File: config.mk
export PLATFORM = sky130hd
export DESIGN_NAME = i2c_master_bit_sequencer_flat
export DESIGN_NICKNAME = d
export VERILOG_FILES = /design/src/sv/i2cmbs_pkg.sv /design/src/sv/i2cmbs_req_if.sv /design/src/sv/i2cmbs_rsp_if.sv /design/src/sv/i2cmbs_front.sv /design/src/sv/i2cmbs_back.sv /design/src/sv/i2c_master_bit_sequencer.sv /design/src/flat_wrapper.sv
export SDC_FILE = /design/constraint.sdc
export NUM_CORES = 1
export LEC_CHECK = 0
export BUFFER_PORTS_ARGS = -buffer_cell sky130_fd_sc_hd__buf_2
export CAP_MARGIN = 40
export CORE_MARGIN = 2
export CORE_UTILIZATION = 53
export CTS_CLUSTER_SIZE = 16
export DETAILED_ROUTE_END_ITERATION = 10
export GPL_TIMING_DRIVEN = 0
export PLACE_DENSITY_LB_ADDON = 0.08
export SLEW_MARGIN = 20
export SYNTH_ARGS = -nofsm -noshare
export SYNTH_HDL_FRONTEND = slang
export SYNTH_SLANG_ARGS = --single-unit
File: constraint.sdc
create_clock -name clk_i -period 3.51 [get_ports clk_i]
set_clock_uncertainty 0.15 [all_clocks]
set_input_delay 0.1755 -clock clk_i [delete_from_list [all_inputs] [get_ports clk_i]]
set_output_delay 0.1755 -clock clk_i [all_outputs]
set_load 0.01 [all_outputs]
File: src/sv/i2cmbs_pkg.sv
// ----------------------------------------------------------------------------
// I2C master bit sequencer package
// Shared codes, defaults, the item type passed between the front and
// back parts of the sequencer and the result beat type.
// ----------------------------------------------------------------------------
`default_nettype none

package i2cmbs_pkg;

  // Default depth of the write byte store.
  localparam int MAX_BYTES_DEF = 16;

  // Configuration register indexes and reset values.
  localparam int CFG_IDX_W  = 1;
  localparam int CFG_DATA_W = 10;
  localparam logic [CFG_IDX_W-1:0] CFG_UNIT_TICKS  = 1'b0;
  localparam logic [CFG_IDX_W-1:0] CFG_ACK_TIMEOUT = 1'b1;
  localparam logic [7:0] UNIT_TICKS_RST  = 8'd1;
  localparam logic [9:0] ACK_TIMEOUT_RST = 10'd250;

  // Command codes carried in the action field.
  typedef enum logic [1:0] {
    ACT_TICK  = 2'd0,
    ACT_LOAD  = 2'd1,
    ACT_WRITE = 2'd2,
    ACT_READ  = 2'd3
  } action_e;

  // Classified item handed from the front part to the back part.
  typedef struct packed {
    action_e     kind;
    logic        sda;
    logic [7:0]  data;
    logic [7:0]  addr;
    logic [4:0]  count;
  } cmd_t;

  // One result beat.
  typedef struct packed {
    logic       scl_level;
    logic       sda_level;
    logic       busy_res;
    logic       rx_valid;
    logic [7:0] rx_byte;
    logic       done_res;
    logic       failed;
    logic       rejected;
  } rsp_t;

endpackage

`default_nettype wire

File: src/sv/i2cmbs_req_if.sv
// ----------------------------------------------------------------------------
// I2C master bit sequencer item channel
// Valid/ready channel carrying one tick or command beat.
// ----------------------------------------------------------------------------
`default_nettype none

interface i2cmbs_req_if;
  logic       valid;
  logic       ready;
  logic [1:0] action;
  logic       sda_in;
  logic [7:0] data_byte;
  logic [7:0] dev_addr;
  logic [4:0] read_count;

  modport source (output valid, action, sda_in, data_byte, dev_addr, read_count,
                  input ready);
  modport sink (input valid, action, sda_in, data_byte, dev_addr, read_count,
                output ready);
endinterface

`default_nettype wire

File: src/sv/i2cmbs_rsp_if.sv
// ----------------------------------------------------------------------------
// I2C master bit sequencer result channel
// Valid/ready channel carrying one result beat per accepted item.
// ----------------------------------------------------------------------------
`default_nettype none

interface i2cmbs_rsp_if;
  logic       valid;
  logic       ready;
  logic       scl_level;
  logic       sda_level;
  logic       busy_res;
  logic       rx_valid;
  logic [7:0] rx_byte;
  logic       done_res;
  logic       failed;
  logic       rejected;

  modport source (output valid, scl_level, sda_level, busy_res, rx_valid, rx_byte,
                  done_res, failed, rejected,
                  input ready);
  modport sink (input valid, scl_level, sda_level, busy_res, rx_valid, rx_byte,
                done_res, failed, rejected,
                output ready);
endinterface

`default_nettype wire

File: src/sv/i2cmbs_front.sv
// ----------------------------------------------------------------------------
// I2C master bit sequencer front end
// Accepts item beats, classifies the action code and holds them in a
// two-entry queue in front of the sequencer.
// ----------------------------------------------------------------------------
`default_nettype none

module i2cmbs_front (
  input  wire logic              clk_i,
  input  wire logic              rst_ni,
  i2cmbs_req_if.sink             req,
  output i2cmbs_pkg::cmd_t       cmd_o,
  output logic                   cmd_valid_o,
  input  wire logic              cmd_ready_i
);

  i2cmbs_pkg::cmd_t slot_q [2];
  logic             wr_ptr_q, wr_ptr_d;
  logic             rd_ptr_q, rd_ptr_d;
  logic [1:0]       count_q, count_d;
  logic             push, pop;
  i2cmbs_pkg::cmd_t cmd_new;

  assign req.ready   = (count_q != 2'd2);
  assign push        = req.valid && req.ready;
  assign cmd_valid_o = (count_q != 2'd0);
  assign pop         = cmd_valid_o && cmd_ready_i;
  assign cmd_o       = slot_q[rd_ptr_q];

  always_comb begin
    cmd_new.kind  = i2cmbs_pkg::action_e'(req.action);
    cmd_new.sda   = req.sda_in;
    cmd_new.data  = req.data_byte;
    cmd_new.addr  = req.dev_addr;
    cmd_new.count = req.read_count;
  end

  always_comb begin
    wr_ptr_d = push ? ~wr_ptr_q : wr_ptr_q;
    rd_ptr_d = pop ? ~rd_ptr_q : rd_ptr_q;
    count_d  = count_q;
    if (push && !pop) begin
      count_d = count_q + 2'd1;
    end else if (pop && !push) begin
      count_d = count_q - 2'd1;
    end
  end

  always_ff @(posedge clk_i or negedge rst_ni) begin
    if (!rst_ni) begin
      wr_ptr_q <= 1'b0;
      rd_ptr_q <= 1'b0;
      count_q  <= 2'd0;
    end else begin
      wr_ptr_q <= wr_ptr_d;
      rd_ptr_q <= rd_ptr_d;
      count_q  <= count_d;
    end
  end

  always_ff @(posedge clk_i) begin
    if (push) begin
      slot_q[wr_ptr_q] <= cmd_new;
    end
  end

endmodule

`default_nettype wire

File: src/sv/i2cmbs_back.sv
// ----------------------------------------------------------------------------
// I2C master bit sequencer back end
// Phase machine that drives SCL and SDA, holds the write byte store and
// registers one result beat per item taken from the queue.
// ----------------------------------------------------------------------------
`default_nettype none

module i2cmbs_back #(
  parameter int MAX_BYTES = i2cmbs_pkg::MAX_BYTES_DEF
) (
  input  wire logic             clk_i,
  input  wire logic             rst_ni,
  input  wire logic [7:0]       unit_ticks_i,
  input  wire logic [9:0]       ack_timeout_i,
  input  wire i2cmbs_pkg::cmd_t cmd_i,
  input  wire logic             cmd_valid_i,
  output logic                  cmd_ready_o,
  i2cmbs_rsp_if.source          rsp
);

  localparam int IDX_W = (MAX_BYTES > 1) ? $clog2(MAX_BYTES) : 1;
  localparam int CNT_W = $clog2(MAX_BYTES + 1);
  localparam int BL_W  = (CNT_W > 5) ? CNT_W : 5;

  typedef enum logic [3:0] {
    PH_IDLE, PH_ST_A, PH_ST_B, PH_TX_SET, PH_TX_HIGH, PH_TX_LOW,
    PH_AK_REL, PH_AK_HIGH, PH_AK_POLL, PH_RX_LOW, PH_RX_HIGH,
    PH_RA_LOW, PH_RA_HIGH, PH_SP_A, PH_SP_B, PH_SP_C
  } phase_e;

  phase_e            phase_q, phase_d;
  logic [9:0]        delay_q, delay_d;
  logic [2:0]        bitpos_q, bitpos_d;
  logic [7:0]        shift_q, shift_d;
  logic [CNT_W-1:0]  fill_q, fill_d;
  logic [BL_W-1:0]   left_q, left_d;
  logic [BL_W-1:0]   left_dec;
  logic [IDX_W-1:0]  sidx_q, sidx_d;
  logic [9:0]        poll_q, poll_d;
  logic              is_read_q, is_read_d;
  logic              scl_q, scl_d;
  logic              sda_q, sda_d;
  logic              stop_fail_q, stop_fail_d;

  logic [7:0]        store_mem [MAX_BYTES];
  logic [7:0]        rd_data_q;
  logic              store_we;

  i2cmbs_pkg::rsp_t  out_q, rsp_d;
  logic              out_valid_q;
  logic              step;

  logic [7:0]        unit;
  logic [9:0]        dly1, dly2, dly4;
  logic              expired, ack_ok;
  logic              go_tx, go_rx, go_stop, stop_fail_val;
  logic [7:0]        tx_byte;

  assign cmd_ready_o = !out_valid_q || rsp.ready;
  assign step        = cmd_valid_i && cmd_ready_o;

  // A zero unit count behaves as one tick per unit.
  assign unit = (unit_ticks_i == 8'd0) ? 8'd1 : unit_ticks_i;
  assign dly1 = {2'b00, unit};
  assign dly2 = {1'b0, unit, 1'b0};
  assign dly4 = {unit, 2'b00};

  always_comb begin
    phase_d       = phase_q;
    delay_d       = delay_q;
    bitpos_d      = bitpos_q;
    shift_d       = shift_q;
    fill_d        = fill_q;
    left_d        = left_q;
    sidx_d        = sidx_q;
    poll_d        = poll_q;
    is_read_d     = is_read_q;
    scl_d         = scl_q;
    sda_d         = sda_q;
    stop_fail_d   = stop_fail_q;
    store_we      = 1'b0;
    expired       = 1'b0;
    ack_ok        = 1'b0;
    go_tx         = 1'b0;
    go_rx         = 1'b0;
    go_stop       = 1'b0;
    stop_fail_val = 1'b0;
    tx_byte       = shift_q;
    left_dec      = left_q;
    rsp_d         = '0;

    if (step) begin
      if (cmd_i.kind != i2cmbs_pkg::ACT_TICK) begin
        if (phase_q != PH_IDLE) begin
          rsp_d.rejected = 1'b1;
        end else if (cmd_i.kind == i2cmbs_pkg::ACT_LOAD) begin
          if (fill_q < CNT_W'(MAX_BYTES)) begin
            store_we = 1'b1;
            fill_d   = fill_q + CNT_W'(1);
          end else begin
            rsp_d.rejected = 1'b1;
          end
        end else begin
          is_read_d = (cmd_i.kind == i2cmbs_pkg::ACT_READ);
          if (cmd_i.kind == i2cmbs_pkg::ACT_READ) begin
            shift_d = cmd_i.addr + 8'd1;
            left_d  = BL_W'(cmd_i.count);
          end else begin
            shift_d = cmd_i.addr;
            left_d  = BL_W'(fill_q);
            fill_d  = '0;
          end
          sidx_d      = '0;
          stop_fail_d = 1'b0;
          sda_d       = 1'b1;
          scl_d       = 1'b1;
          delay_d     = dly4;
          phase_d     = PH_ST_A;
        end
      end else if (phase_q == PH_AK_POLL) begin
        if (!cmd_i.sda) begin
          ack_ok = 1'b1;
        end else if (poll_q >= ack_timeout_i) begin
          go_stop       = 1'b1;
          stop_fail_val = 1'b1;
        end else begin
          poll_d = poll_q + 10'd1;
        end
      end else if (phase_q != PH_IDLE) begin
        if (delay_q > 10'd1) begin
          delay_d = delay_q - 10'd1;
        end else begin
          delay_d = '0;
          expired = 1'b1;
        end
      end

      // The slave acknowledged: move on to the next byte or to the stop.
      if (ack_ok) begin
        scl_d = 1'b0;
        if (left_q == '0) begin
          go_stop = 1'b1;
        end else if (is_read_q) begin
          go_rx = 1'b1;
        end else begin
          tx_byte = rd_data_q;
          sidx_d  = sidx_q + IDX_W'(1);
          left_d  = left_q - BL_W'(1);
          go_tx   = 1'b1;
        end
      end

      if (expired) begin
        unique case (phase_q)
          PH_ST_A: begin
            sda_d   = 1'b0;
            delay_d = dly4;
            phase_d = PH_ST_B;
          end
          PH_ST_B: begin
            go_tx = 1'b1;
          end
          PH_TX_SET: begin
            scl_d   = 1'b1;
            delay_d = dly2;
            phase_d = PH_TX_HIGH;
          end
          PH_TX_HIGH: begin
            scl_d   = 1'b0;
            delay_d = dly2;
            phase_d = PH_TX_LOW;
          end
          PH_TX_LOW: begin
            if (bitpos_q != 3'd7) begin
              bitpos_d = bitpos_q + 3'd1;
              shift_d  = {shift_q[6:0], 1'b0};
              sda_d    = shift_q[6];
              delay_d  = dly2;
              phase_d  = PH_TX_SET;
            end else begin
              sda_d   = 1'b1;
              delay_d = dly1;
              phase_d = PH_AK_REL;
            end
          end
          PH_AK_REL: begin
            scl_d   = 1'b1;
            delay_d = dly1;
            phase_d = PH_AK_HIGH;
          end
          PH_AK_HIGH: begin
            poll_d  = '0;
            phase_d = PH_AK_POLL;
          end
          PH_RX_LOW: begin
            scl_d   = 1'b1;
            shift_d = {shift_q[6:0], cmd_i.sda};
            delay_d = dly1;
            phase_d = PH_RX_HIGH;
          end
          PH_RX_HIGH: begin
            scl_d = 1'b0;
            if (bitpos_q != 3'd7) begin
              bitpos_d = bitpos_q + 3'd1;
              delay_d  = dly2;
              phase_d  = PH_RX_LOW;
            end else begin
              rsp_d.rx_valid = 1'b1;
              rsp_d.rx_byte  = shift_q;
              if (left_q != '0) begin
                left_dec = left_q - BL_W'(1);
              end
              left_d  = left_dec;
              // Acknowledge every byte but the last one.
              sda_d   = (left_dec == '0);
              delay_d = dly2;
              phase_d = PH_RA_LOW;
            end
          end
          PH_RA_LOW: begin
            scl_d   = 1'b1;
            delay_d = dly2;
            phase_d = PH_RA_HIGH;
          end
          PH_RA_HIGH: begin
            scl_d = 1'b0;
            if (left_q != '0) begin
              go_rx = 1'b1;
            end else begin
              go_stop = 1'b1;
            end
          end
          PH_SP_A: begin
            scl_d   = 1'b1;
            delay_d = dly4;
            phase_d = PH_SP_B;
          end
          PH_SP_B: begin
            sda_d   = 1'b1;
            delay_d = dly4;
            phase_d = PH_SP_C;
          end
          PH_SP_C: begin
            rsp_d.done_res = 1'b1;
            rsp_d.failed   = stop_fail_q;
            stop_fail_d    = 1'b0;
            phase_d        = PH_IDLE;
          end
          default: begin
            phase_d = PH_IDLE;
          end
        endcase
      end

      if (go_tx) begin
        shift_d  = tx_byte;
        bitpos_d = '0;
        scl_d    = 1'b0;
        sda_d    = tx_byte[7];
        delay_d  = dly2;
        phase_d  = PH_TX_SET;
      end
      if (go_rx) begin
        bitpos_d = '0;
        shift_d  = '0;
        scl_d    = 1'b0;
        sda_d    = 1'b1;
        delay_d  = dly2;
        phase_d  = PH_RX_LOW;
      end
      if (go_stop) begin
        stop_fail_d = stop_fail_val;
        scl_d       = 1'b0;
        sda_d       = 1'b0;
        delay_d     = dly4;
        phase_d     = PH_SP_A;
      end
    end

    rsp_d.scl_level = scl_d;
    rsp_d.sda_level = sda_d;
    rsp_d.busy_res  = (phase_d != PH_IDLE);
  end

  always_ff @(posedge clk_i or negedge rst_ni) begin
    if (!rst_ni) begin
      phase_q     <= PH_IDLE;
      delay_q     <= '0;
      bitpos_q    <= '0;
      shift_q     <= '0;
      fill_q      <= '0;
      left_q      <= '0;
      sidx_q      <= '0;
      poll_q      <= '0;
      is_read_q   <= 1'b0;
      scl_q       <= 1'b1;
      sda_q       <= 1'b1;
      stop_fail_q <= 1'b0;
      out_valid_q <= 1'b0;
    end else begin
      phase_q     <= phase_d;
      delay_q     <= delay_d;
      bitpos_q    <= bitpos_d;
      shift_q     <= shift_d;
      fill_q      <= fill_d;
      left_q      <= left_d;
      sidx_q      <= sidx_d;
      poll_q      <= poll_d;
      is_read_q   <= is_read_d;
      scl_q       <= scl_d;
      sda_q       <= sda_d;
      stop_fail_q <= stop_fail_d;
      if (step) begin
        out_valid_q <= 1'b1;
      end else if (rsp.ready) begin
        out_valid_q <= 1'b0;
      end
    end
  end

  // The store is read continuously at the current send index; that index
  // only moves many ticks before the byte is needed.
  always_ff @(posedge clk_i) begin
    if (store_we) begin
      store_mem[fill_q[IDX_W-1:0]] <= cmd_i.data;
    end
    rd_data_q <= store_mem[sidx_q];
    if (step) begin
      out_q <= rsp_d;
    end
  end

  assign rsp.valid     = out_valid_q;
  assign rsp.scl_level = out_q.scl_level;
  assign rsp.sda_level = out_q.sda_level;
  assign rsp.busy_res  = out_q.busy_res;
  assign rsp.rx_valid  = out_q.rx_valid;
  assign rsp.rx_byte   = out_q.rx_byte;
  assign rsp.done_res  = out_q.done_res;
  assign rsp.failed    = out_q.failed;
  assign rsp.rejected  = out_q.rejected;

endmodule

`default_nettype wire

File: src/sv/i2c_master_bit_sequencer.sv
// ----------------------------------------------------------------------------
// I2C master bit sequencer
// Tick driven open-drain I2C master with a write byte store.
// ----------------------------------------------------------------------------
// Every accepted beat (a tick or a command) yields exactly one result beat.
// The block takes one beat per clock for as long as the result side keeps
// up: a two-entry queue sits in front of the phase machine and the result
// is held in an output register, so the sequencer handles one queued beat
// per clock; each beat passes through the queue and its result is registered.
// Bit timing counts ticks, not clocks: a delay unit lasts unit_ticks tick
// beats. No clearing pass follows reset; the byte store is read only at
// entries loaded since the last start of a write.
`default_nettype none

module i2c_master_bit_sequencer #(
  parameter int MAX_BYTES = i2cmbs_pkg::MAX_BYTES_DEF
) (
  input  wire logic                                clk_i,
  input  wire logic                                rst_ni,
  input  wire logic                                cfg_we_i,
  input  wire logic [i2cmbs_pkg::CFG_IDX_W-1:0]    cfg_idx_i,
  input  wire logic [i2cmbs_pkg::CFG_DATA_W-1:0]   cfg_wdata_i,
  i2cmbs_req_if.sink                               req,
  i2cmbs_rsp_if.source                             rsp
);

  logic [7:0]       unit_ticks_q;
  logic [9:0]       ack_timeout_q;
  i2cmbs_pkg::cmd_t cmd;
  logic             cmd_valid;
  logic             cmd_ready;

  always_ff @(posedge clk_i or negedge rst_ni) begin
    if (!rst_ni) begin
      unit_ticks_q  <= i2cmbs_pkg::UNIT_TICKS_RST;
      ack_timeout_q <= i2cmbs_pkg::ACK_TIMEOUT_RST;
    end else if (cfg_we_i) begin
      case (cfg_idx_i)
        i2cmbs_pkg::CFG_UNIT_TICKS:  unit_ticks_q  <= cfg_wdata_i[7:0];
        i2cmbs_pkg::CFG_ACK_TIMEOUT: ack_timeout_q <= cfg_wdata_i[9:0];
        default: ;
      endcase
    end
  end

  i2cmbs_front u_front (
    .clk_i       (clk_i),
    .rst_ni      (rst_ni),
    .req         (req),
    .cmd_o       (cmd),
    .cmd_valid_o (cmd_valid),
    .cmd_ready_i (cmd_ready)
  );

  i2cmbs_back #(
    .MAX_BYTES (MAX_BYTES)
  ) u_back (
    .clk_i         (clk_i),
    .rst_ni        (rst_ni),
    .unit_ticks_i  (unit_ticks_q),
    .ack_timeout_i (ack_timeout_q),
    .cmd_i         (cmd),
    .cmd_valid_i   (cmd_valid),
    .cmd_ready_o   (cmd_ready),
    .rsp           (rsp)
  );

endmodule

`default_nettype wire

File: src/flat_wrapper.sv
// flat-port wrapper written by rule: the top's interface ports become plain ports
module i2c_master_bit_sequencer_flat 
#(
  parameter int MAX_BYTES = i2cmbs_pkg::MAX_BYTES_DEF
)
  (clk_i, rst_ni, cfg_we_i, cfg_idx_i, cfg_wdata_i, req_valid, req_action, req_sda_in, req_data_byte, req_dev_addr, req_read_count, req_ready, rsp_valid, rsp_scl_level, rsp_sda_level, rsp_busy_res, rsp_rx_valid, rsp_rx_byte, rsp_done_res, rsp_failed, rsp_rejected, rsp_ready);
  i2cmbs_req_if req_i ();
  i2cmbs_rsp_if rsp_i ();
  input  wire logic clk_i;
  input  wire logic rst_ni;
  input  wire logic cfg_we_i;
  input  wire logic [i2cmbs_pkg::CFG_IDX_W-1:0] cfg_idx_i;
  input  wire logic [i2cmbs_pkg::CFG_DATA_W-1:0] cfg_wdata_i;
  input wire logic [$bits(req_i.valid)-1:0] req_valid;
  input wire logic [$bits(req_i.action)-1:0] req_action;
  input wire logic [$bits(req_i.sda_in)-1:0] req_sda_in;
  input wire logic [$bits(req_i.data_byte)-1:0] req_data_byte;
  input wire logic [$bits(req_i.dev_addr)-1:0] req_dev_addr;
  input wire logic [$bits(req_i.read_count)-1:0] req_read_count;
  output wire logic [$bits(req_i.ready)-1:0] req_ready;
  output wire logic [$bits(rsp_i.valid)-1:0] rsp_valid;
  output wire logic [$bits(rsp_i.scl_level)-1:0] rsp_scl_level;
  output wire logic [$bits(rsp_i.sda_level)-1:0] rsp_sda_level;
  output wire logic [$bits(rsp_i.busy_res)-1:0] rsp_busy_res;
  output wire logic [$bits(rsp_i.rx_valid)-1:0] rsp_rx_valid;
  output wire logic [$bits(rsp_i.rx_byte)-1:0] rsp_rx_byte;
  output wire logic [$bits(rsp_i.done_res)-1:0] rsp_done_res;
  output wire logic [$bits(rsp_i.failed)-1:0] rsp_failed;
  output wire logic [$bits(rsp_i.rejected)-1:0] rsp_rejected;
  input wire logic [$bits(rsp_i.ready)-1:0] rsp_ready;
  assign req_i.valid = req_valid;
  assign req_i.action = req_action;
  assign req_i.sda_in = req_sda_in;
  assign req_i.data_byte = req_data_byte;
  assign req_i.dev_addr = req_dev_addr;
  assign req_i.read_count = req_read_count;
  assign req_ready = req_i.ready;
  assign rsp_valid = rsp_i.valid;
  assign rsp_scl_level = rsp_i.scl_level;
  assign rsp_sda_level = rsp_i.sda_level;
  assign rsp_busy_res = rsp_i.busy_res;
  assign rsp_rx_valid = rsp_i.rx_valid;
  assign rsp_rx_byte = rsp_i.rx_byte;
  assign rsp_done_res = rsp_i.done_res;
  assign rsp_failed = rsp_i.failed;
  assign rsp_rejected = rsp_i.rejected;
  assign rsp_i.ready = rsp_ready;
  i2c_master_bit_sequencer #(.MAX_BYTES(MAX_BYTES)) u_core (.clk_i(clk_i), .rst_ni(rst_ni), .cfg_we_i(cfg_we_i), .cfg_idx_i(cfg_idx_i), .cfg_wdata_i(cfg_wdata_i), .req(req_i), .rsp(rsp_i));
endmodule
==> impl_metrics.yaml, run 1 <==
status:
  outcome: "finished with violations"
  failed_checks: "negative hold slack"
finish:
  fillers: 1809
  syn_to_final_growth_pct: 16.5
  layout.cells.non_filler: 1429
  drive_above_1_share_pct: 19.1
  num-nets-final: 1152
  diodes: 0
  regArea_mm2: 0.00781
  design_area_mm2: 0.0149
  multi_input_area_mm2: 0.00475
cts:
  numCtsBuffers: 29
  cts_htree_levels: 1
  cts_tree: "built"
  clkTransAtPathRegs_ns: 0.06
  clk_latency_ns: 0.56
  post-cts-setup-buffers: 0
  clockRootBuffer: "clkbuf_16"
  cts_max_path_buffers: 3
  cts.sinks: 275
global_route:
  antenna_found_initial: 0
  overflow: 0
  grt_pass1_wl_mm: 48.8
  grt_usage_pct: 24.6
  first_global_vias: 8597
  grt_max_degree: 42
yosys:
  synth_area_mm2: 0.0128
  yosysWarnings: 0
  netlist_instances: 959
  yosys.area_share.adder_pct: 2.34
  syn_area_per_cell_um2: 13.4
  synth_top_family_by_area: "multiplexers"
  synthXorXnorAreaFrac_pct: 1.78
  synth-edff-count: 191
  synthMuxAreaShare_pct: 11.2
  synthSimpleGateAreaFrac_pct: 10.8
  ys_ff_latch: 275
  synth_cell_types: 78
  syn_nets: 1023
  yosysSeqAreaShare_pct: 60.9
  synthArstFlopShare_pct: 27.6
  synth-main-ff-cell: "edfxtp_1"
  synth_compound_area_share_pct: 10.6
routing:
  post_drt_wl_per_cell_um: 21.7
  via_per_inst: 6.06
  route.detailed.drc: 0
  first_iter_violations: 785
  routed_wl_mm: 31.0
  drtPass1Iterations: 5
  detail-route-antenna-nets: 0
  vias: 8662
worst_setup_path:
  worstPathMaxFanout: 10
  worst-r2r-cell-count: 7
  cp.required_ns: 3.81
  worstReg2RegStart: "u_core.u_back.phase_q[3]"
  rr_endpoint: "u_core.u_back.sidx_q[1]"
  arrival_ns: 3.69
  reg2reg_slack_ns: 0.12
  critPathLaunchType: "flip-flop"
  crit_type: "reg2reg"
  cp-end-kind: "flip-flop"
floorplanning:
  core_area_mm2: 0.0236
  start_util_pct: 54.3
  rows: 56
  dieArea_mm2: 0.0254
  die_h_um: 159
  ioPinCount: 57
  die_w_um: 159
placement:
  place_worst_setup_slack_ns: -0.441
  placed_area_mm2: 0.0136
  place_inst: 1339
  numPortBuffers: 56
  place.gp.congestion: 0.905
  place_hpwl_mm: 21.3
timing:
  finalWorstSetupSlack_ns: 0.120
  relSlewSlack_pct: 39.2
  max_freq_ghz: 0.295
  setup_viol: 0
  final.min_clock_period_ns: 3.39
  hold_violations: 1
  maxSlewViolCount: 0
  hold_slack_ns: -0.00155
  rsz0062_at_grt: "yes"
  period_share_pct: 96.6
  tightest_slew_ns: 0.904
power:
  finalPower_uw: 9400
  leakage_uw: 0.00542
  power_density_mw_per_mm2: 630
  vdd_drop_max_mv: 0.608
run:
  cap_violations: 0
worst_hold_path:
  hold_class: "in2async"
==> state kept, by name, summed over array words and instances (netlist names), 2 cells and up <==
register,count
u_core.u_back.bitpos_q,3
u_core.u_back.store_mem,128
u_core.ack_timeout_q,10
u_core.u_back.sidx_q,4
u_core.u_front.slot_q,48
u_core.unit_ticks_q,8
u_core.u_front.count_q,2
u_core.u_back.poll_q,10
u_core.u_back.delay_q,10
u_core.u_back.rd_data_q,8
u_core.u_back.left_q,5
u_core.u_back.fill_q,5
u_core.u_back.rsp.rx_byte,8
u_core.u_back.phase_q,4
u_core.u_back.shift_q,8
==> Yosys cell counts (15+ instances only) <==
| cell | n | area share (%) |
|---|---|---|
| a21oi_1 | 45 | 1.8 |
| nand4_1 | 15 | 0.73 |
| o21ai_0 | 48 | 1.9 |
| nand2_1 | 59 | 1.7 |
| o211ai_1 | 16 | 0.94 |
| and2_1 | 27 | 1.3 |
| dfrtp_1 | 67 | 13 |
| nand3_1 | 15 | 0.59 |
| mux2i_1 | 19 | 1.5 |
| nor2_1 | 56 | 1.6 |
| ha_1 | 24 | 2.3 |
| mux2_2 | 30 | 2.6 |
| mux4_2 | 40 | 7.0 |
| inv_1 | 29 | 0.85 |
| nor3_1 | 22 | 0.86 |
| clkbuf_1 | 39 | 1.1 |
| edfxtp_1 | 191 | 45 |
==> how the worst max path moves through the flow <==
stage,slack [ns],startpoint,to,depth (start not counted)
global route,-0.09,u_core.u_back.left_q[0],u_core.u_back.rsp.scl_level,9
detailed placement,-0.44,u_core.ack_timeout_q[1],u_core.u_back.rsp.busy_res,9
floorplan,0.46,u_core.ack_timeout_q[1],u_core.u_back.rsp.busy_res,9
CTS,0.04,u_core.u_back.left_q[0],u_core.u_back.rsp.scl_level,9
finish,0.12,u_core.u_back.phase_q[3],u_core.u_back.sidx_q[1],7
global placement,-0.41,u_core.ack_timeout_q[1],u_core.u_back.rsp.busy_res,9
==> power breakdown <==
part / switching [uW] / internal [uW]
sequential: 217 / 4060
clock: 1270 / 1750
combinational: 1370 / 734
==> worst max-delay path: stages, from the launching register on <==
cell and delay (ns):
dfrtp_1 0.39, clkbuf_1 0.22, or4_1 0.67, nor2_2 0.42, clkbuf_2 0.40, buf_1 0.50
o21ai_0 0.25, a32o_1 0.26
==> logic make-up after synthesis <==
| kind of cell | Yosys count |
|---|---|
| AO/OA/AOI/OAI | 202 |
| flip-flops | 275 |
| buffers and inverters | 80 |
| multiplexers | 89 |
| XOR/XNOR | 26 |
| adder cells (fa/ha/maj) | 24 |
| AND/OR/NAND/NOR | 263 |
==> per-stage QoR <==
stage	hold WS, ns	TNS [ns]	util (%)
global route	0.0341	-0.0877	63.2
CTS	0.00376	0	63.1
floorplan	-0.270	0	-
global placement	0.213	-1.19	57.1
detailed placement	0.0619	-1.34	57.4
finish	-0.00155	0	63.2
==> what timing repair did <==
item	in CTS	in global routing
gates resized for setup	7	9
hold buffers	37	0
pin swaps	1	0
endpoints found under the setup margin	8	73
endpoints found under the hold margin	139	0
==> routing by layer <==
metal | track usage (%) | vias up | wire (um)
li1 | - | 3974 | -
met1 | 33.9 | 4269 | 13200
met2 | 41.2 | 347 | 15000
met3 | 3.10 | 72 | 1830
met4 | 7.52 | 0 | 943
met5 | 0 | - | 0
==> layout make-up <==
cell class | instances | area share (%)
Sequential cell | 275 | 52.3
Clock buffer | 35 | 5.01
Tap cell | 319 | 2.67
Buffer | 49 | 1.32
Timing Repair Buffer | 99 | 4.80
Multi-Input combinational cell | 604 | 31.8
Inverter | 30 | 0.754
Clock inverter | 18 | 1.31
==> layout by cell type (no fill, tap or decap), drive strengths merged, types with 30 or more instances in the layout <==
cell type and n:
mux4 40, dfrtp 67, o21ai 51, buf 73
a21oi 45, nand2 59, clkbuf 73, nor2 57
edfxtp 191, mux2 30, inv 32, dlygate4sd3 37
Power figures use the tool's default switching activity.
==> run 2, diff against run 1 <==
--- a/config.mk
+++ b/config.mk
@@ -13,7 +13,9 @@
 export DETAILED_ROUTE_END_ITERATION = 10
 export GPL_TIMING_DRIVEN = 0
 export PLACE_DENSITY_LB_ADDON = 0.08
+export RECOVER_POWER = 100
 export SLEW_MARGIN = 20
 export SYNTH_ARGS = -nofsm -noshare
 export SYNTH_HDL_FRONTEND = slang
+export SYNTH_HIERARCHICAL = 1
 export SYNTH_SLANG_ARGS = --single-unit
==> impl_metrics.yaml, run 2 <==
status:
  outcome: "finished with violations"
  failed_checks: "max-capacitance violations, max-slew violations"
timing:
  hold_violations: 0
  period_share_pct: 96.0
  rsz0062_at_grt: "yes"
  final.min_clock_period_ns: 3.37
  maxSlewViolCount: 96
  relSlewSlack_pct: -57.9
  finalWorstSetupSlack_ns: 0.142
  max_freq_ghz: 0.297
  tightest_slew_ns: 2.37
  setup_viol: 0
placement:
  place_inst: 1328
  numPortBuffers: 56
  place.gp.congestion: 0.909
  place_hpwl_mm: 20.2
  place_worst_setup_slack_ns: -0.262
power:
  vdd_drop_max_mv: 0.486
  leakage_uw: 0.00549
  finalPower_uw: 10000
  power_density_mw_per_mm2: 662
cts:
  clk_latency_ns: 0.56
  cts_tree: "built"
  clkTransAtPathRegs_ns: 0.06
  cts_max_path_buffers: 3
  numCtsBuffers: 29
  cts_htree_levels: 1
  clockRootBuffer: "clkbuf_16"
  cts.sinks: 275
worst_setup_path:
  cp-end-kind: "flip-flop"
  crit_type: "reg2reg"
  cp_cell_sequence: "or2_1 > nand2_1 > inv_1 > nand2_1 > nor3_1 > and2_1 > nand2_1 > nor3_2"
  critPathSlowestCell: "nor3_2"
  reg2reg_slack_ns: 0.14
  worst-r2r-cell-count: 8
  arrival_ns: 3.41
  cp.required_ns: 3.55
  worstPathMaxFanout: 9
  slowest_delay_ns: 0.67
  crit_top_cell: "nand2_1"
  critPathLaunchType: "flip-flop"
finish:
  syn_to_final_growth_pct: 17.0
  layout.cells.non_filler: 1438
  largest_reg_flops: 128
  layout_common_cells: "191 x edfxtp_1, 77 x nor2_1, 67 x dfrtp_1, 63 x clkbuf_1, 57 x nand2_1"
  final_common_cell: "edfxtp_1"
  num-nets-final: 1155
  diodes: 0
  drive_above_1_share_pct: 19.5
floorplanning:
  core_area_mm2: 0.0241
  die_w_um: 160
  rows: 57
  start_util_pct: 53.6
  ioPinCount: 57
  die_h_um: 160
  dieArea_mm2: 0.0257
run:
  cap_violations: 3
global_route:
  use_met2_pct: 39.7
  grtUsageMet3_pct: 3.25
  grt.busiest_layer: "met2"
  grt_max_degree: 42
  grt_pass1_wl_mm: 48.3
  first_global_vias: 8689
  met1_usage_pct: 33.1
  grt_usage_pct: 24.1
  antenna_found_initial: 0
  overflow: 0
yosys:
  synth-edff-count: 191
  synth_area_mm2: 0.0129
  ys_top_cells_by_count: "191 x edfxtp_1, 80 x nor2_1, 67 x dfrtp_1"
  syn_area_per_cell_um2: 13.7
  synth_area_leader_cell: "edfxtp_1"
  yosysMostFrequentCell: "edfxtp_1"
  yosysSeqAreaShare_pct: 60.4
  syn_nets: 1006
  synthTopCellsByArea: "edfxtp_1 44%, dfrtp_1 13%, mux4_2 7.0%, mux2_2 2.4%, ha_1 2.3%"
  netlist.area_leader.share_pct: 44.3
  netlist_instances: 942
  synth-main-ff-cell: "edfxtp_1"
  synthArstFlopShare_pct: 27.6
  yosysWarnings: 6
  ys_ff_latch: 275
  synth_cell_types: 80
worst_hold_path:
  hold_class: "in2reg"
  min_path_cells: 2
routing:
  vias: 8638
  via_per_inst: 6.01
  route.detailed.drc: 0
  post_drt_wl_per_cell_um: 21.4
  drtPass1Iterations: 7
  detail-route-antenna-nets: 0
  first_iter_violations: 820
  routed_wl_mm: 30.7
==> run 2: cell types whose count changed after synthesis, sizes merged, moves of 8 or more <==
cell | before | now
buf | 11 | 27
nor3 | 22 | 30
a211oi | 7 | 17
mux2 | 30 | 47
o211ai | 17 | 3
o21ai | 51 | 38
and2 | 27 | 11
nor2 | 57 | 81
nand4 | 15 | 7
clkbuf | 39 | 25
a21oi | 45 | 28
==> run 2: timing repair <==
item / 4_1_cts / 5_1_grt
buffers inserted: 1 / 1
gates resized for setup: 4 / 5
endpoints found under the hold margin: 144 / 0
hold buffers: 46 / 0
setup endpoints to repair: 17 / 62
pin swaps: 1 / 1
gates cloned: 0 / 0
==> run 2: cell type report <==
type | instances | area, um2
fill | 1938 | 8970
timing repair buffer | 118 | 803
tap | 324 | 405
clock inverter | 19 | 238
clock buffer | 35 | 758
inverter | 31 | 116
multi-input combinational | 584 | 4740
buffer | 52 | 269
sequential | 275 | 7810
==> run 2: final timing paths <==
| check | start | end |
|---|---|---|
| max | u_core/u_front/count_q[0] | u_core/u_back/store_mem[0][6] |
| min reg2reg | u_core/u_back/stop_fail_q | u_core/u_back/stop_fail_q |
| max in group asynchronous | rst_ni | u_core/u_front/wr_ptr_q |
| min | req_data_byte[7] | u_core/u_front/slot_q[1][20] |
| min in group asynchronous | rst_ni | u_core/ack_timeout_q[1] |
| max reg2reg | u_core/u_front/count_q[0] | u_core/u_back/store_mem[0][6] |
==> run 2: cells by family after synthesis <==
kind of cell | synth area share, %
AO/OA/AOI/OAI | 9.56
XOR/XNOR | 1.63
multiplexers | 12.5
adder cells (fa/ha/maj) | 2.32
AND/OR/NAND/NOR | 10.5
buffers and inverters | 3.09
flip-flops | 60.4
==> run 2: worst max-delay path: cells and delay by family (launching register included) <==
family / cells / cell delay, ns
buf+inv: 1 / 0.43
flops: 1 / 0.40
simple gates: 7 / 2.00
==> run 2: report_power, final <==
part	total [uW]	internal, uW	switching (uW)
logic	2470	922	1550
clock network	3180	1910	1270
registers	4360	4100	263
total	10000	6930	3080
==> run 2: stage by stage <==
| stage | utilization (%) | instance area [um2] | setup TNS [ns] | hold WS, ns |
|---|---|---|---|---|
| after floorplan | - | 12900 | 0 | -0.270 |
| after CTS | 63.2 | 15200 | 0 | 0.0713 |
| after detailed placement | 57.0 | 13700 | -2.04 | 0.0233 |
| final | 62.8 | 15100 | 0 | 0.184 |
| after global routing | 62.8 | 15100 | -0.914 | 0.188 |
| after global placement | 56.5 | 13600 | -10.35 | 0.212 |
==> run 2: routing by layer <==
metal  vias to the layer above  wire, um
li1                       3932         -
met1                      4290     12900
met5                         -         0
met2                       340     14800
met3                        76      1840
met4                         0      1200
==> run 3, diff against run 2 <==
--- a/config.mk
+++ b/config.mk
@@ -7,7 +7,8 @@
 export LEC_CHECK = 0
 export BUFFER_PORTS_ARGS = -buffer_cell sky130_fd_sc_hd__buf_2
 export CAP_MARGIN = 40
-export CORE_MARGIN = 2
+export CORE_ASPECT_RATIO = 0.9
+export CORE_MARGIN = 5
 export CORE_UTILIZATION = 53
 export CTS_CLUSTER_SIZE = 16
 export DETAILED_ROUTE_END_ITERATION = 10
==> impl_metrics.yaml, run 3 (same netlist as run 2, synthesis figures left out) <==
power:
  intPower_uw: 6990
  combPwrFrac_pct: 24.5
  leakage_uw: 0.00547
  power_density_mw_per_mm2: 666
  power_frac_clock_pct: 32.2
  swShare_pct: 30.7
  vdd_drop_max_mv: 0.700
  pwr-share-seq_pct: 43.3
  p_sw_uw: 3090
finish:
  layout_common_cells: "191 x edfxtp_1, 77 x nor2_1, 72 x clkbuf_1, 67 x dfrtp_1, 57 x nand2_1"
  largest_reg_flops: 128
  final_common_cell: "edfxtp_1"
  num-nets-final: 1155
  design_area_mm2: 0.0151
  drive_above_1_share_pct: 18.9
  diodes: 0
  syn_to_final_growth_pct: 17.0
global_route:
  overflow: 0
  grt_usage_pct: 22.3
  grt_max_degree: 53
  first_global_vias: 8441
  antenna_found_initial: 0
  grt_pass1_wl_mm: 48.4
worst_setup_path:
  arrival_ns: 3.48
  cp_cell_sequence: "clkbuf_1 > inv_1 > ha_1 > or4b_1 > clkbuf_1 > nand4b_2 > nand2_1 > o21ai_0 > nand2_1 > or4_1"
  cp-end-kind: "flip-flop"
  cp_top_family: "simple AND/OR/NAND/NOR gates"
  critPathBufInv: 3
  endpoint: "u_core/u_back/rsp.busy_res"
  critPathSlowestCell: "or4_1"
  worst-r2r-cell-count: 10
  worstReg2RegStart: "u_core/u_back/left_q[0]"
  rr_endpoint: "u_core/u_back/rsp.busy_res"
  worstPathMaxFanout: 8
  reg2reg_slack_ns: 0.17
  slowest_delay_ns: 0.52
  cp.required_ns: 3.65
  crit_start: "u_core/u_back/left_q[0]"
  critPathLaunchType: "flip-flop"
  path_depth: 10
  crit_type: "reg2reg"
timing:
  maxSlewViolCount: 25
  max_freq_ghz: 0.299
  hold_violations: 0
  setup_viol: 0
  rsz0062_at_grt: "yes"
  relSlewSlack_pct: -36.2
  setup_tns_ns: 0
  final.min_clock_period_ns: 3.34
  tightest_slew_ns: 2.04
  period_share_pct: 95.2
status:
  outcome: "finished with violations"
  failed_checks: "max-capacitance violations, max-slew violations"
routing:
  post_drt_wl_per_cell_um: 21.2
  via_per_inst: 6.00
  route.detailed.drc: 0
  detail-route-antenna-nets: 0
  first_iter_violations: 884
  vias: 8532
  drtPass1Iterations: 5
  routed_wl_mm: 30.1
placement:
  place.gp.congestion: 0.954
  placed_area_mm2: 0.0137
  numPortBuffers: 56
  place_hpwl_mm: 20.9
cts:
  cts_htree_levels: 1
  cts.sinks: 275
  clkTransAtPathRegs_ns: 0.06
  cts_tree: "built"
  cts_max_path_buffers: 3
  numCtsBuffers: 29
  clockRootBuffer: "clkbuf_16"
  clk_latency_ns: 0.56
floorplanning:
  die_h_um: 158
  rows: 54
  start_util_pct: 53.6
  dieArea_mm2: 0.0276
  core_area_mm2: 0.0241
  die_w_um: 175
  ioPinCount: 57
run:
  cap_violations: 1
worst_hold_path:
  hold_class: "in2reg"
run 3: worst min-delay path by stage:
stage	from	end	slack, ns	depth (start not counted)
3_5_place_dp	rst_ni	u_core/u_back/left_q[3]	-0.02	1
6_report	req_dev_addr[2]	u_core/u_front/slot_q[1][7]	0.21	2
3_3_place_gp	req_dev_addr[3]	u_core/u_front/slot_q[0][8]	0.21	1
2_1_floorplan	rst_ni	u_core/ack_timeout_q[0]	-0.27	0
5_1_grt	req_dev_addr[2]	u_core/u_front/slot_q[1][7]	0.20	2
4_1_cts	req_dev_addr[2]	u_core/u_front/slot_q[1][7]	0.16	2
run 3: cell type report:
class	count	area, um2
fillers	1836	8990
flip-flops and latches	275	7810
multi-input cells	584	4730
repair buffers	118	798
clock buffers	31	733
well taps	308	385
clock inverters	23	295
plain buffers	52	268
inverters	31	116
run 3: worst reg2reg max path, delay by kind of cell, from the launching register on:
family / cells / cell delay [ns]
flops: 1 / 0.36
simple gates: 5 / 1.57
fa+ha+maj: 1 / 0.23
buf+inv: 3 / 0.56
compound gates: 1 / 0.23
run 3: power groups by stage:
stage               combinational, uW  clock [uW]  sequential [uW]
floorplan                        1750           0             4370
global placement                 2450           0             4410
detailed placement               2490           0             4410
CTS                              2550        3310             4350
global route                     2710        3480             4410
finish                           2470        3250             4370
run 3: repair_timing:
item / CTS / global route
setup endpoints to repair: 2 / 21
cloned: 0 / 0
pin swaps: 1 / 0
endpoints found under the hold margin: 136 / 0
buffers inserted: 1 / 0
hold buffers: 47 / 0
resized for setup: 2 / 8
run 3: per-stage QoR:
step / setup slack [ns] / util, % / power (uW) / hold WS (ns) / std cells
CTS: 0.00692 / 63.2 / 10200 / 0.157 / 1417
floorplan: 0.420 / - / 6120 / -0.270 / 942
global placement: -0.243 / 56.4 / 6860 / 0.212 / 1306
finish: 0.168 / 62.7 / 10100 / 0.206 / 1422
global route: -0.0197 / 62.7 / 10600 / 0.200 / 1422
detailed placement: -0.0917 / 56.9 / 6910 / -0.0168 / 1315
run 3: routing by layer:
| metal | up-vias | GRT usage (%) | share of wire (%) |
|---|---|---|---|
| met5 | - | 0 | 0 |
| met3 | 46 | 4.35 | 8.3 |
| met1 | 4203 | 35.2 | 47 |
| met4 | 0 | 4.45 | 1.9 |
| li1 | 3944 | - | - |
| met2 | 339 | 32.7 | 42 |
